### config.mk
export PLATFORM = sky130hd
export DESIGN_NAME = modq_coeff_alu_with_norm
export DESIGN_NICKNAME = d
export VERILOG_FILES = /design/src/rtl/mca_pkg.sv /design/src/rtl/modq_coeff_alu_with_norm.sv /design/src/rtl/mca_datapath.sv /design/src/rtl/mca_ctrl.sv
export VERILOG_INCLUDE_DIRS = /design/src /design/src/rtl
export SDC_FILE = /design/constraint.sdc
export NUM_CORES = 2
export LEC_CHECK = 0
export ABC_AREA = 1
export BUFFER_PORTS_ARGS = -buffer_cell sky130_fd_sc_hd__buf_4
export CAP_MARGIN = 20
export CORE_UTILIZATION = 50
export CTS_CLUSTER_DIAMETER = 150
export DETAILED_ROUTE_END_ITERATION = 8
export PLACE_DENSITY = 0.67
export SYNTH_ARGS = -nofsm -noshare
export SYNTH_HDL_FRONTEND = slang
export SYNTH_HIERARCHICAL = 1
export SYNTH_SLANG_ARGS = --single-unit
### constraint.sdc
create_clock -name clock -period 8.6 [get_ports clock]
set_input_delay 0.86 -clock clock [delete_from_list [all_inputs] [get_ports clock]]
set_output_delay 0.86 -clock clock [all_outputs]
set_load 0.01 [all_outputs]
### src/rtl/assert_macros.svh
// Assertion macros for the RTL modules of the coefficient unit, used by the controller.
// No dependencies; included by modules that carry concurrent checks.
`ifndef ASSERT_MACROS_SVH
`define ASSERT_MACROS_SVH

// Property must hold at every rising clock edge outside of reset.
`define ASSERT_CLK(label, clk, rst, prop) \
   label: assert property (@(posedge clk) disable iff (rst) (prop)) \
      else $error("%m: assertion failed");

// Condition must never be true at a rising clock edge outside of reset.
`define ASSERT_NEVER(label, clk, rst, cond) \
   label: assert property (@(posedge clk) disable iff (rst) !(cond)) \
      else $error("%m: forbidden condition seen");

`endif

### src/rtl/mca_pkg.sv
// Shared types and constants of the modular coefficient unit.
// Used by the controller, the datapath and the top level; no dependencies.
package mca_pkg;

   // Field and register widths.
   localparam int CoeffW    = 63;
   localparam int ModW      = 62;
   localparam int WideW     = 64;
   localparam int CntW      = 6;
   localparam int ReqDataW  = 128;
   localparam int RspDataW  = 64;
   localparam int KindW     = 2;

   // Modulus value after reset.
   localparam logic [ModW-1:0] ModulusReset = 62'd549824583172097;

   // Operation codes carried on the request tuser.
   typedef enum logic [KindW-1:0] {
      KIND_REDUCE = 2'd0,
      KIND_ADD    = 2'd1,
      KIND_SUB    = 2'd2,
      KIND_NORM   = 2'd3
   } kind_type;

   // Controller states, one-hot.
   typedef enum logic [6:0] {
      ST_IDLE = 7'b0000001,
      ST_PREP = 7'b0000010,
      ST_ABS  = 7'b0000100,
      ST_DIV  = 7'b0001000,
      ST_FIX  = 7'b0010000,
      ST_NORM = 7'b0100000,
      ST_EMIT = 7'b1000000
   } state_type;

   // Commands from the controller to the datapath.
   typedef struct packed {
      logic load;
      logic prep;
      logic abs_val;
      logic div_step;
      logic fix;
      logic norm;
      logic emit;
   } cmd_type;

   // Status from the datapath to the controller.
   typedef struct packed {
      logic is_norm;
      logic div_last;
      logic out_free;
   } sts_type;

endpackage

### src/rtl/modq_coeff_alu_with_norm.sv
// Reduce, add and subtract pass through acceptance, preparation, magnitude, 64 steps of the
// one-bit-per-cycle restoring divider, correction and hand-off.
// A norm step bypasses the divider: acceptance, preparation, magnitude, norm update and hand-off.
// The result register lets a new request be accepted while a result awaits its transfer.
// Synchronous active-high reset sets the modulus to 549824583172097, clears the running
// maximum and drops any pending result.
module modq_coeff_alu_with_norm (
   input  logic                           clock,
   input  logic                           reset,
   // Request channel.
   input  logic                           req_tvalid,
   output logic                           req_tready,
   input  logic [mca_pkg::ReqDataW-1:0]   req_tdata,  // coeff_a [62:0], coeff_b [125:63], zero pad
   input  logic [mca_pkg::KindW-1:0]      req_tuser,  // kind [1:0]
   input  logic                           req_tlast,
   // Response channel.
   output logic                           rsp_tvalid,
   input  logic                           rsp_tready,
   output logic [mca_pkg::RspDataW-1:0]   rsp_tdata,  // value [62:0], zero pad
   output logic                           rsp_tlast,
   // Modulus register write port.
   input  logic                           csr_we,
   input  logic [mca_pkg::ModW-1:0]       csr_wdata
);
   import mca_pkg::*;

   cmd_type cmd;
   sts_type sts;

   // Sequencing.
   mca_ctrl u_ctrl (
      .clock      (clock),
      .reset      (reset),
      .req_tvalid (req_tvalid),
      .req_tready (req_tready),
      .sts        (sts),
      .cmd        (cmd)
   );

   // Arithmetic and result storage.
   mca_datapath u_datapath (
      .clock      (clock),
      .reset      (reset),
      .req_tdata  (req_tdata),
      .req_tuser  (req_tuser),
      .req_tlast  (req_tlast),
      .csr_we     (csr_we),
      .csr_wdata  (csr_wdata),
      .cmd        (cmd),
      .sts        (sts),
      .rsp_tvalid (rsp_tvalid),
      .rsp_tready (rsp_tready),
      .rsp_tdata  (rsp_tdata),
      .rsp_tlast  (rsp_tlast)
   );

endmodule

### src/rtl/mca_datapath.sv
// Datapath of the modular coefficient unit: operand registers, the serial
// restoring divider, norm tracking and the result register. Uses mca_pkg.
module mca_datapath (
   input  logic                           clock,
   input  logic                           reset,
   input  logic [mca_pkg::ReqDataW-1:0]   req_tdata,
   input  logic [mca_pkg::KindW-1:0]      req_tuser,
   input  logic                           req_tlast,
   input  logic                           csr_we,
   input  logic [mca_pkg::ModW-1:0]       csr_wdata,
   input  mca_pkg::cmd_type               cmd,
   output mca_pkg::sts_type               sts,
   output logic                           rsp_tvalid,
   input  logic                           rsp_tready,
   output logic [mca_pkg::RspDataW-1:0]   rsp_tdata,
   output logic                           rsp_tlast
);
   import mca_pkg::*;

   logic [ModW-1:0]          mod_ff;
   kind_type                 kind_ff;
   logic [CoeffW-1:0]        a_ff;
   logic [CoeffW-1:0]        b_ff;
   logic                     last_ff;
   logic signed [WideW-1:0]  s_ff;
   logic signed [WideW-1:0]  s_in;
   logic [WideW-1:0]         mag_ff;
   logic [WideW-1:0]         mag_in;
   logic                     neg_ff;
   logic [ModW-1:0]          rem_ff;
   logic [ModW-1:0]          rem_in;
   logic [CntW-1:0]          cnt_ff;
   logic [CoeffW-1:0]        res_ff;
   logic [CoeffW-1:0]        max_ff;
   logic [CoeffW-1:0]        max_in;
   logic                     rsp_valid_ff;
   logic [CoeffW-1:0]        rsp_value_ff;
   logic                     rsp_last_ff;

   logic signed [WideW-1:0]  a_wide;
   logic signed [WideW-1:0]  b_wide;
   logic signed [WideW-1:0]  q_wide;
   logic signed [WideW-1:0]  half_wide;
   logic [ModW:0]            rem_shift;
   logic [ModW:0]            q_ext;
   logic [ModW:0]            rem_diff;
   logic [ModW-1:0]          fix_val;
   logic [CoeffW-1:0]        mag_narrow;

   // Modulus register, written through the configuration port.
   always_ff @(posedge clock) begin
      if (reset) begin
         mod_ff <= ModulusReset;
      end else if (csr_we) begin
         mod_ff <= csr_wdata;
      end
   end

   // Capture the operands of an accepted request transfer.
   always_ff @(posedge clock) begin
      if (cmd.load) begin
         kind_ff <= kind_type'(req_tuser);
         a_ff    <= req_tdata[CoeffW-1:0];
         b_ff    <= req_tdata[2*CoeffW-1:CoeffW];
         last_ff <= req_tlast;
      end
   end

   // Sign-extend operands and form the centering threshold floor(q/2).
   assign a_wide    = {a_ff[CoeffW-1], a_ff};
   assign b_wide    = {b_ff[CoeffW-1], b_ff};
   assign q_wide    = {{(WideW-ModW){1'b0}}, mod_ff};
   assign half_wide = {{(WideW-ModW+1){1'b0}}, mod_ff[ModW-1:1]};

   // The operand, or the exact sum, difference or centered value, in 64 bits.
   always_comb begin
      case (kind_ff)
         KIND_REDUCE: s_in = a_wide;
         KIND_ADD:    s_in = a_wide + b_wide;
         KIND_SUB:    s_in = a_wide - b_wide;
         KIND_NORM:   s_in = (a_wide > half_wide) ? (a_wide - q_wide) : a_wide;
         default:     s_in = a_wide;
      endcase
   end

   always_ff @(posedge clock) begin
      if (cmd.prep) begin
         s_ff <= s_in;
      end
   end

   // Magnitude and sign of the prepared value.
   assign mag_in = s_ff[WideW-1] ? (WideW'(0) - s_ff) : s_ff;

   // One restoring division step: shift in the next dividend bit and
   // subtract the modulus when the partial remainder reaches it.
   assign rem_shift = {rem_ff, mag_ff[WideW-1]};
   assign q_ext     = {1'b0, mod_ff};
   assign rem_diff  = rem_shift - q_ext;
   assign rem_in    = (rem_shift >= q_ext) ? rem_diff[ModW-1:0] : rem_shift[ModW-1:0];

   always_ff @(posedge clock) begin
      if (cmd.abs_val) begin
         mag_ff <= mag_in;
         neg_ff <= s_ff[WideW-1];
         rem_ff <= '0;
      end else if (cmd.div_step) begin
         mag_ff <= {mag_ff[WideW-2:0], 1'b0};
         rem_ff <= rem_in;
      end
   end

   // Division step counter.
   always_ff @(posedge clock) begin
      if (reset) begin
         cnt_ff <= '0;
      end else if (cmd.abs_val) begin
         cnt_ff <= '0;
      end else if (cmd.div_step) begin
         cnt_ff <= cnt_ff + CntW'(1);
      end
   end

   // Final residue: a negative value with nonzero remainder maps to q - r.
   // A zero modulus gives zero.
   always_comb begin
      if (mod_ff == '0) begin
         fix_val = '0;
      end else if (neg_ff && (rem_ff != '0)) begin
         fix_val = mod_ff - rem_ff;
      end else begin
         fix_val = rem_ff;
      end
   end

   // Running maximum of centered magnitudes; cleared after the last item.
   assign mag_narrow = mag_ff[CoeffW-1:0];
   assign max_in     = (mag_narrow > max_ff) ? mag_narrow : max_ff;

   always_ff @(posedge clock) begin
      if (reset) begin
         max_ff <= '0;
      end else if (cmd.norm) begin
         max_ff <= last_ff ? '0 : max_in;
      end
   end

   // Result of the current item.
   always_ff @(posedge clock) begin
      if (cmd.fix) begin
         res_ff <= {1'b0, fix_val};
      end else if (cmd.norm) begin
         res_ff <= max_in;
      end
   end

   // Output register; holds a result until the response transfer.
   always_ff @(posedge clock) begin
      if (reset) begin
         rsp_valid_ff <= 1'b0;
      end else if (cmd.emit) begin
         rsp_valid_ff <= 1'b1;
      end else if (rsp_tready) begin
         rsp_valid_ff <= 1'b0;
      end
   end

   always_ff @(posedge clock) begin
      if (cmd.emit) begin
         rsp_value_ff <= res_ff;
         rsp_last_ff  <= last_ff;
      end
   end

   assign rsp_tvalid = rsp_valid_ff;
   assign rsp_tdata  = {{(RspDataW-CoeffW){1'b0}}, rsp_value_ff};
   assign rsp_tlast  = rsp_last_ff;

   // Status toward the controller.
   assign sts.is_norm  = (kind_ff == KIND_NORM);
   assign sts.div_last = (cnt_ff == {CntW{1'b1}});
   assign sts.out_free = !rsp_valid_ff || rsp_tready;

endmodule

### src/rtl/mca_ctrl.sv
// Controller of the modular coefficient unit: sequences preparation,
// division or norm update, and hand-off to the output register. Uses mca_pkg.
`include "assert_macros.svh"

module mca_ctrl (
   input  logic              clock,
   input  logic              reset,
   input  logic              req_tvalid,
   output logic              req_tready,
   input  mca_pkg::sts_type  sts,
   output mca_pkg::cmd_type  cmd
);
   import mca_pkg::*;

   state_type state_ff;
   state_type state_in;

   // Next-state logic.
   always_comb begin
      state_in = state_ff;
      unique case (state_ff)
         ST_IDLE: begin
            if (req_tvalid) begin
               state_in = ST_PREP;
            end
         end
         ST_PREP: state_in = ST_ABS;
         ST_ABS: begin
            state_in = sts.is_norm ? ST_NORM : ST_DIV;
         end
         ST_DIV: begin
            if (sts.div_last) begin
               state_in = ST_FIX;
            end
         end
         ST_FIX:  state_in = ST_EMIT;
         ST_NORM: state_in = ST_EMIT;
         ST_EMIT: begin
            if (sts.out_free) begin
               state_in = ST_IDLE;
            end
         end
         default: state_in = ST_IDLE;
      endcase
   end

   always_ff @(posedge clock) begin
      if (reset) begin
         state_ff <= ST_IDLE;
      end else begin
         state_ff <= state_in;
      end
   end

   // Command decode.
   assign req_tready   = (state_ff == ST_IDLE);
   assign cmd.load     = req_tready && req_tvalid;
   assign cmd.prep     = (state_ff == ST_PREP);
   assign cmd.abs_val  = (state_ff == ST_ABS);
   assign cmd.div_step = (state_ff == ST_DIV);
   assign cmd.fix      = (state_ff == ST_FIX);
   assign cmd.norm     = (state_ff == ST_NORM);
   assign cmd.emit     = (state_ff == ST_EMIT) && sts.out_free;

   // An accepted transfer always starts preparation next cycle.
   `ASSERT_CLK(a_accept_to_prep, clock, reset, cmd.load |=> state_ff == ST_PREP)
   // The divider runs until its counter reaches the final step.
   `ASSERT_CLK(a_div_holds, clock, reset,
      (state_ff == ST_DIV && !sts.div_last) |=> state_ff == ST_DIV)
   // A finished result waits while the output register is still occupied.
   `ASSERT_CLK(a_emit_waits, clock, reset,
      (state_ff == ST_EMIT && !sts.out_free) |=> state_ff == ST_EMIT)

endmodule
==> insert_results.sql <==
INSERT INTO impl_metrics (metric_group, metric, value, unit) VALUES
('power', 'power_density', '175', 'nW/um^2'),
('placement', 'place.port_buffers', '261', ''),
('detailed_routing', 'postRouteWirelength', '227000', 'um'),
('cts', 'clkTransAtPathRegs', '60', 'ps'),
('placement', 'dp.final_hpwl', '185000', 'um'),
('die', 'full_die_area', '105000', 'sq um'),
('cts', 'clock_sinks', '586', ''),
('cts', 'postCtsHoldBufs', '0', ''),
('cts', 'cts.root.buffer_cell', 'sky130_fd_sc_hd__clkbuf_16', ''),
('detailed_routing', 'ant_nets_after_route', '0', ''),
('die', 'initial_core_util', '50.6', '%'),
('synth', 'ys.flop_type', 'sky130_fd_sc_hd__edfxtp_1', ''),
('global_routing', 'grt_pass1_vias', '51048', ''),
('synth', 'synth_commonest_cells', 'sky130_fd_sc_hd__nand2_1 (2,240), sky130_fd_sc_hd__inv_1 (1,231), sky130_fd_sc_hd__nor2_1 (833)', ''),
('synth', 'synth_cells', '7991', ''),
('setup_path', 'r2r_slack', '3800', 'ps'),
('placement', 'gp_congestion', '1.10', ''),
('synth', 'syn-cell-area', '51700', 'sq um'),
('timing', 'slew_at_the_pin_with_the_worst_max_slew_slack', '1360', 'ps'),
('global_routing', 'wire_length_of_the_first_global_routing_pass', '325000', 'um'),
('timing', 'layout_worst_path_cycle_share', '55.8', '%'),
('global_routing', 'grt_max_degree', '94', ''),
('timing', 'fmax', '208', 'MHz'),
('die', 'die_h', '323', 'um'),
('global_routing', 'track_usage', '42.6', '%'),
('cts', 'cts.htree.levels', '3', ''),
('cells_and_area', 'seqCellArea', '15600', 'sq um'),
('detailed_routing', 'avgViaCountPerCell', '5.79', ''),
('synth', 'dominant_cells_by_area_after_synthesis', 'sky130_fd_sc_hd__edfxtp_1 (22%), sky130_fd_sc_hd__nand2_1 (16%), sky130_fd_sc_hd__ha_1 (9.2%)', ''),
('outcome', 'run_status', 'completed', ''),
('timing', 'finalSetupTns', '0', 'ps'),
('synth', 'ys_ff_latch', '586', ''),
('setup_path', 'worstPathMaxFanout', '5', ''),
('cts', 'cts_setup_buffers', '0', ''),
('synth', 'synth_cell_types', '56', ''),
('cells_and_area', 'post_layout_nets', '8782', ''),
('synth', 'synth.most_common_cell', 'sky130_fd_sc_hd__nand2_1', ''),
('cts', 'number_of_buffers_added_by_the_clock_tree_synthesis_step', '68', ''),
('timing', 'timing_max_transition_violations_final', '0', ''),
('detailed_routing', 'drt-wirelength-per-cell', '23.6', 'um'),
('cts', 'cts_tree', 'built', ''),
('cts', 'insertion_delay', '690', 'ps'),
('detailed_routing', 'number_of_optimization_iterations_in_the_first_detailed_route_pass', '7', ''),
('cts', 'max-clock-path-buffers', '3', ''),
('timing', 'final_hold_vios', '0', ''),
('timing', 'final_setup_violating_endpoints', '0', ''),
('cells_and_area', 'drive_above_1_share', '6.13', '%'),
('synth', 'async_flop_share', '0', '%'),
('power', 'power.ir.vdd_worst', '181', 'uV'),
('timing', 'fin_worst_skew', '45.6', 'ps'),
('cells_and_area', 'multiInputGateArea', '30700', 'sq um'),
('power', 'cellLeakagePower', '26.9', 'nW'),
('die', 'io_pins', '265', ''),
('cts', 'ctsResizeCount', '0', ''),
('detailed_routing', 'drc', '0', ''),
('synth', 'proportion_of_synthesized_chip_area_in_sequential_cells', '30.1', '%'),
('run', 'max-cap-violations', '0', ''),
('setup_path', 'critPathLaunchType', 'register', ''),
('timing', 'setup_repair_after_global_routing_missed_its_margin', 'no', ''),
('setup_path', 'critPathRequiredTime', '9000', 'ps'),
('placement', 'placed_cell_area', '55000', 'sq um'),
('cells_and_area', 'num-fill-cells', '10075', ''),
('detailed_routing', 'drt_first_iter_violations', '6484', ''),
('die', 'core', '102000', 'sq um'),
('die', 'number_of_rows_created_at_floorplan', '117', ''),
('global_routing', 'antenna_found_initial', '8', ''),
('synth', 'syn_nets', '8571', ''),
('cells_and_area', 'syn2layout_area_growth', '11.1', '%'),
('synth', 'total_of_warnings_raised_by_yosys', '6', ''),
('synth', 'synth_top_area_share', '22.3', '%'),
('timing', 'final_critical_period', '4800', 'ps'),
('timing', 'maxSlewHeadroom', '8.48', '%'),
('global_routing', 'globalRoute.totalOverflow', '0', ''),
('setup_path', 'timing.critical_path.arrival', '5200', 'ps'),
('cells_and_area', 'stdcell_area', '57400', 'sq um'),
('synth', 'synth_area_leader_cell', 'sky130_fd_sc_hd__edfxtp_1', ''),
('detailed_routing', 'detailroute.via_count', '55694', ''),
('setup_path', 'crit_type', 'reg -> reg', ''),
('worst_hold_path', 'min_path_type', 'in -> reg', ''),
('setup_path', 'setup.worst_path.end_class', 'register', ''),
('synth', 'synth.avg_cell_area', '6.47', 'sq um'),
('die', 'die_width', '323', 'um'),
('synth', 'number_of_flops_mapped_to_enable_cells_by_yosys', '384', '');
[metal layers]
layer | routed length, um | vias up | global-route usage [%]
met5 | 132 | - | 1.02
li1 | - | 26505 | -
met2 | 97300 | 3167 | 66.1
met3 | 23700 | 750 | 10.8
met4 | 21400 | 2 | 33.8
met1 | 84600 | 25270 | 50.0
[per-stage QoR]
stage | util (%) | hold WS, ps | instances | total power, mW | setup WS [ps]
2_1_floorplan | - | 400 | 7991 | 5.64 | 1720
3_3_place_gp | 53.9 | 401 | 9499 | 6.89 | 4020
3_5_place_dp | 53.9 | 405 | 9499 | 6.92 | 3920
4_1_cts | 56.2 | 342 | 9620 | 9.90 | 3930
5_1_grt | 56.2 | 351 | 9621 | 10.5 | 3390
6_report | 56.2 | 380 | 9625 | 10.0 | 3800
[flip-flops by register name, indices dropped and copies added, names as in the netlist, 6 cells and up]
| signal | count |
|---|---|
| u_datapath/mod_ff | 62 |
| u_datapath/res_ff | 63 |
| u_datapath/cnt_ff | 6 |
| u_datapath/a_ff | 63 |
| u_datapath/rsp_value_ff | 63 |
| u_ctrl/state_ff | 7 |
| u_datapath/b_ff | 63 |
| u_datapath/max_ff | 63 |
| u_datapath/rem_ff | 62 |
| u_datapath/mag_ff | 64 |
| u_datapath/s_ff | 64 |
[critical path, stage by stage (launching register included)]
cell	delay, ps
sky130_fd_sc_hd__edfxtp_1	450
sky130_fd_sc_hd__inv_1	90
sky130_fd_sc_hd__ha_1	190
sky130_fd_sc_hd__nand2_1	90
sky130_fd_sc_hd__nor2_2	190
sky130_fd_sc_hd__nand2_1	100
sky130_fd_sc_hd__nor2_2	220
sky130_fd_sc_hd__nand2_1	170
sky130_fd_sc_hd__o21ai_2	220
sky130_fd_sc_hd__a21boi_4	260
sky130_fd_sc_hd__o21ai_2	100
sky130_fd_sc_hd__a21oi_1	270
sky130_fd_sc_hd__xor2_1	120
sky130_fd_sc_hd__ha_1	480
sky130_fd_sc_hd__nand2_1	130
sky130_fd_sc_hd__nor2_1	160
sky130_fd_sc_hd__inv_1	90
sky130_fd_sc_hd__nor2_1	200
sky130_fd_sc_hd__nand2_1	110
sky130_fd_sc_hd__nor3_1	170
sky130_fd_sc_hd__nand2_1	100
sky130_fd_sc_hd__nand3_1	80
sky130_fd_sc_hd__nand2_1	50
sky130_fd_sc_hd__nand3_1	150
sky130_fd_sc_hd__nand2_1	100
sky130_fd_sc_hd__a21oi_1	180
sky130_fd_sc_hd__nor2_1	70
[final timing paths]
path,start,endpoint,cells past startpoint
max,u_datapath/b_ff[0],u_datapath/s_ff[55],26
min,req_tdata[118],u_datapath/b_ff[55],1
max reg2reg,u_datapath/b_ff[0],u_datapath/s_ff[55],26
min reg2reg,u_datapath/res_ff[10],u_datapath/rsp_value_ff[10],0
[area by class of cell]
class	instances	area share, %
Tap cell	1368	2.98
Inverter	1246	8.15
Antenna cell	4	0.0174
Clock inverter	34	0.848
Sequential cell	586	27.1
Clock buffer	87	3.16
Timing Repair Buffer	322	4.25
Multi-Input combinational cell	5978	53.4
[power by group]
part | internal, mW | total, mW | switching [mW] | leakage (nW)
combinational | 1.10 | 3.69 | 2.59 | 20.7
clock | 1.68 | 2.98 | 1.30 | 1.10
sequential | 3.15 | 3.35 | 0.203 | 5.17
total | 5.93 | 10.0 | 4.09 | 26.9
[kinds of logic (layout without fill, tap and decap cells)]
kind of cell | after synthesis | count (layout) | synth area share (%)
xor+xnor | 199 | 199 | 3.37
fa+ha+maj | 382 | 382 | 9.31
other cells | 1 | 5 | 0.00726
flops | 586 | 586 | 30.1
simple gates | 4126 | 4126 | 33.6
buf+inv | 1427 | 1689 | 10.7
compound gates | 1270 | 1270 | 12.9
[layout by cell type (no fill, tap or decap), types with 12 or more instances in the layout]
| master | instances |
|---|---|
| sky130_fd_sc_hd__o21ai_1 | 18 |
| sky130_fd_sc_hd__nor2_1 | 827 |
| sky130_fd_sc_hd__ha_1 | 377 |
| sky130_fd_sc_hd__nand2_1 | 2237 |
| sky130_fd_sc_hd__nand3b_1 | 81 |
| sky130_fd_sc_hd__nor4_1 | 43 |
| sky130_fd_sc_hd__o21ai_0 | 489 |
| sky130_fd_sc_hd__o21bai_1 | 32 |
| sky130_fd_sc_hd__inv_1 | 1228 |
| sky130_fd_sc_hd__a21o_1 | 13 |
| sky130_fd_sc_hd__clkbuf_1 | 14 |
| sky130_fd_sc_hd__nor3_1 | 107 |
| sky130_fd_sc_hd__xnor2_1 | 74 |
| sky130_fd_sc_hd__a31oi_1 | 12 |
| sky130_fd_sc_hd__buf_4 | 321 |
| sky130_fd_sc_hd__xor2_1 | 125 |
| sky130_fd_sc_hd__dfxtp_1 | 202 |
| sky130_fd_sc_hd__nand4_1 | 108 |
| sky130_fd_sc_hd__o21a_1 | 21 |
| sky130_fd_sc_hd__clkbuf_16 | 68 |
| sky130_fd_sc_hd__a21oi_1 | 645 |
| sky130_fd_sc_hd__inv_2 | 16 |
| sky130_fd_sc_hd__nand3_1 | 662 |
| sky130_fd_sc_hd__edfxtp_1 | 384 |
Power figures use the tool's default switching activity.
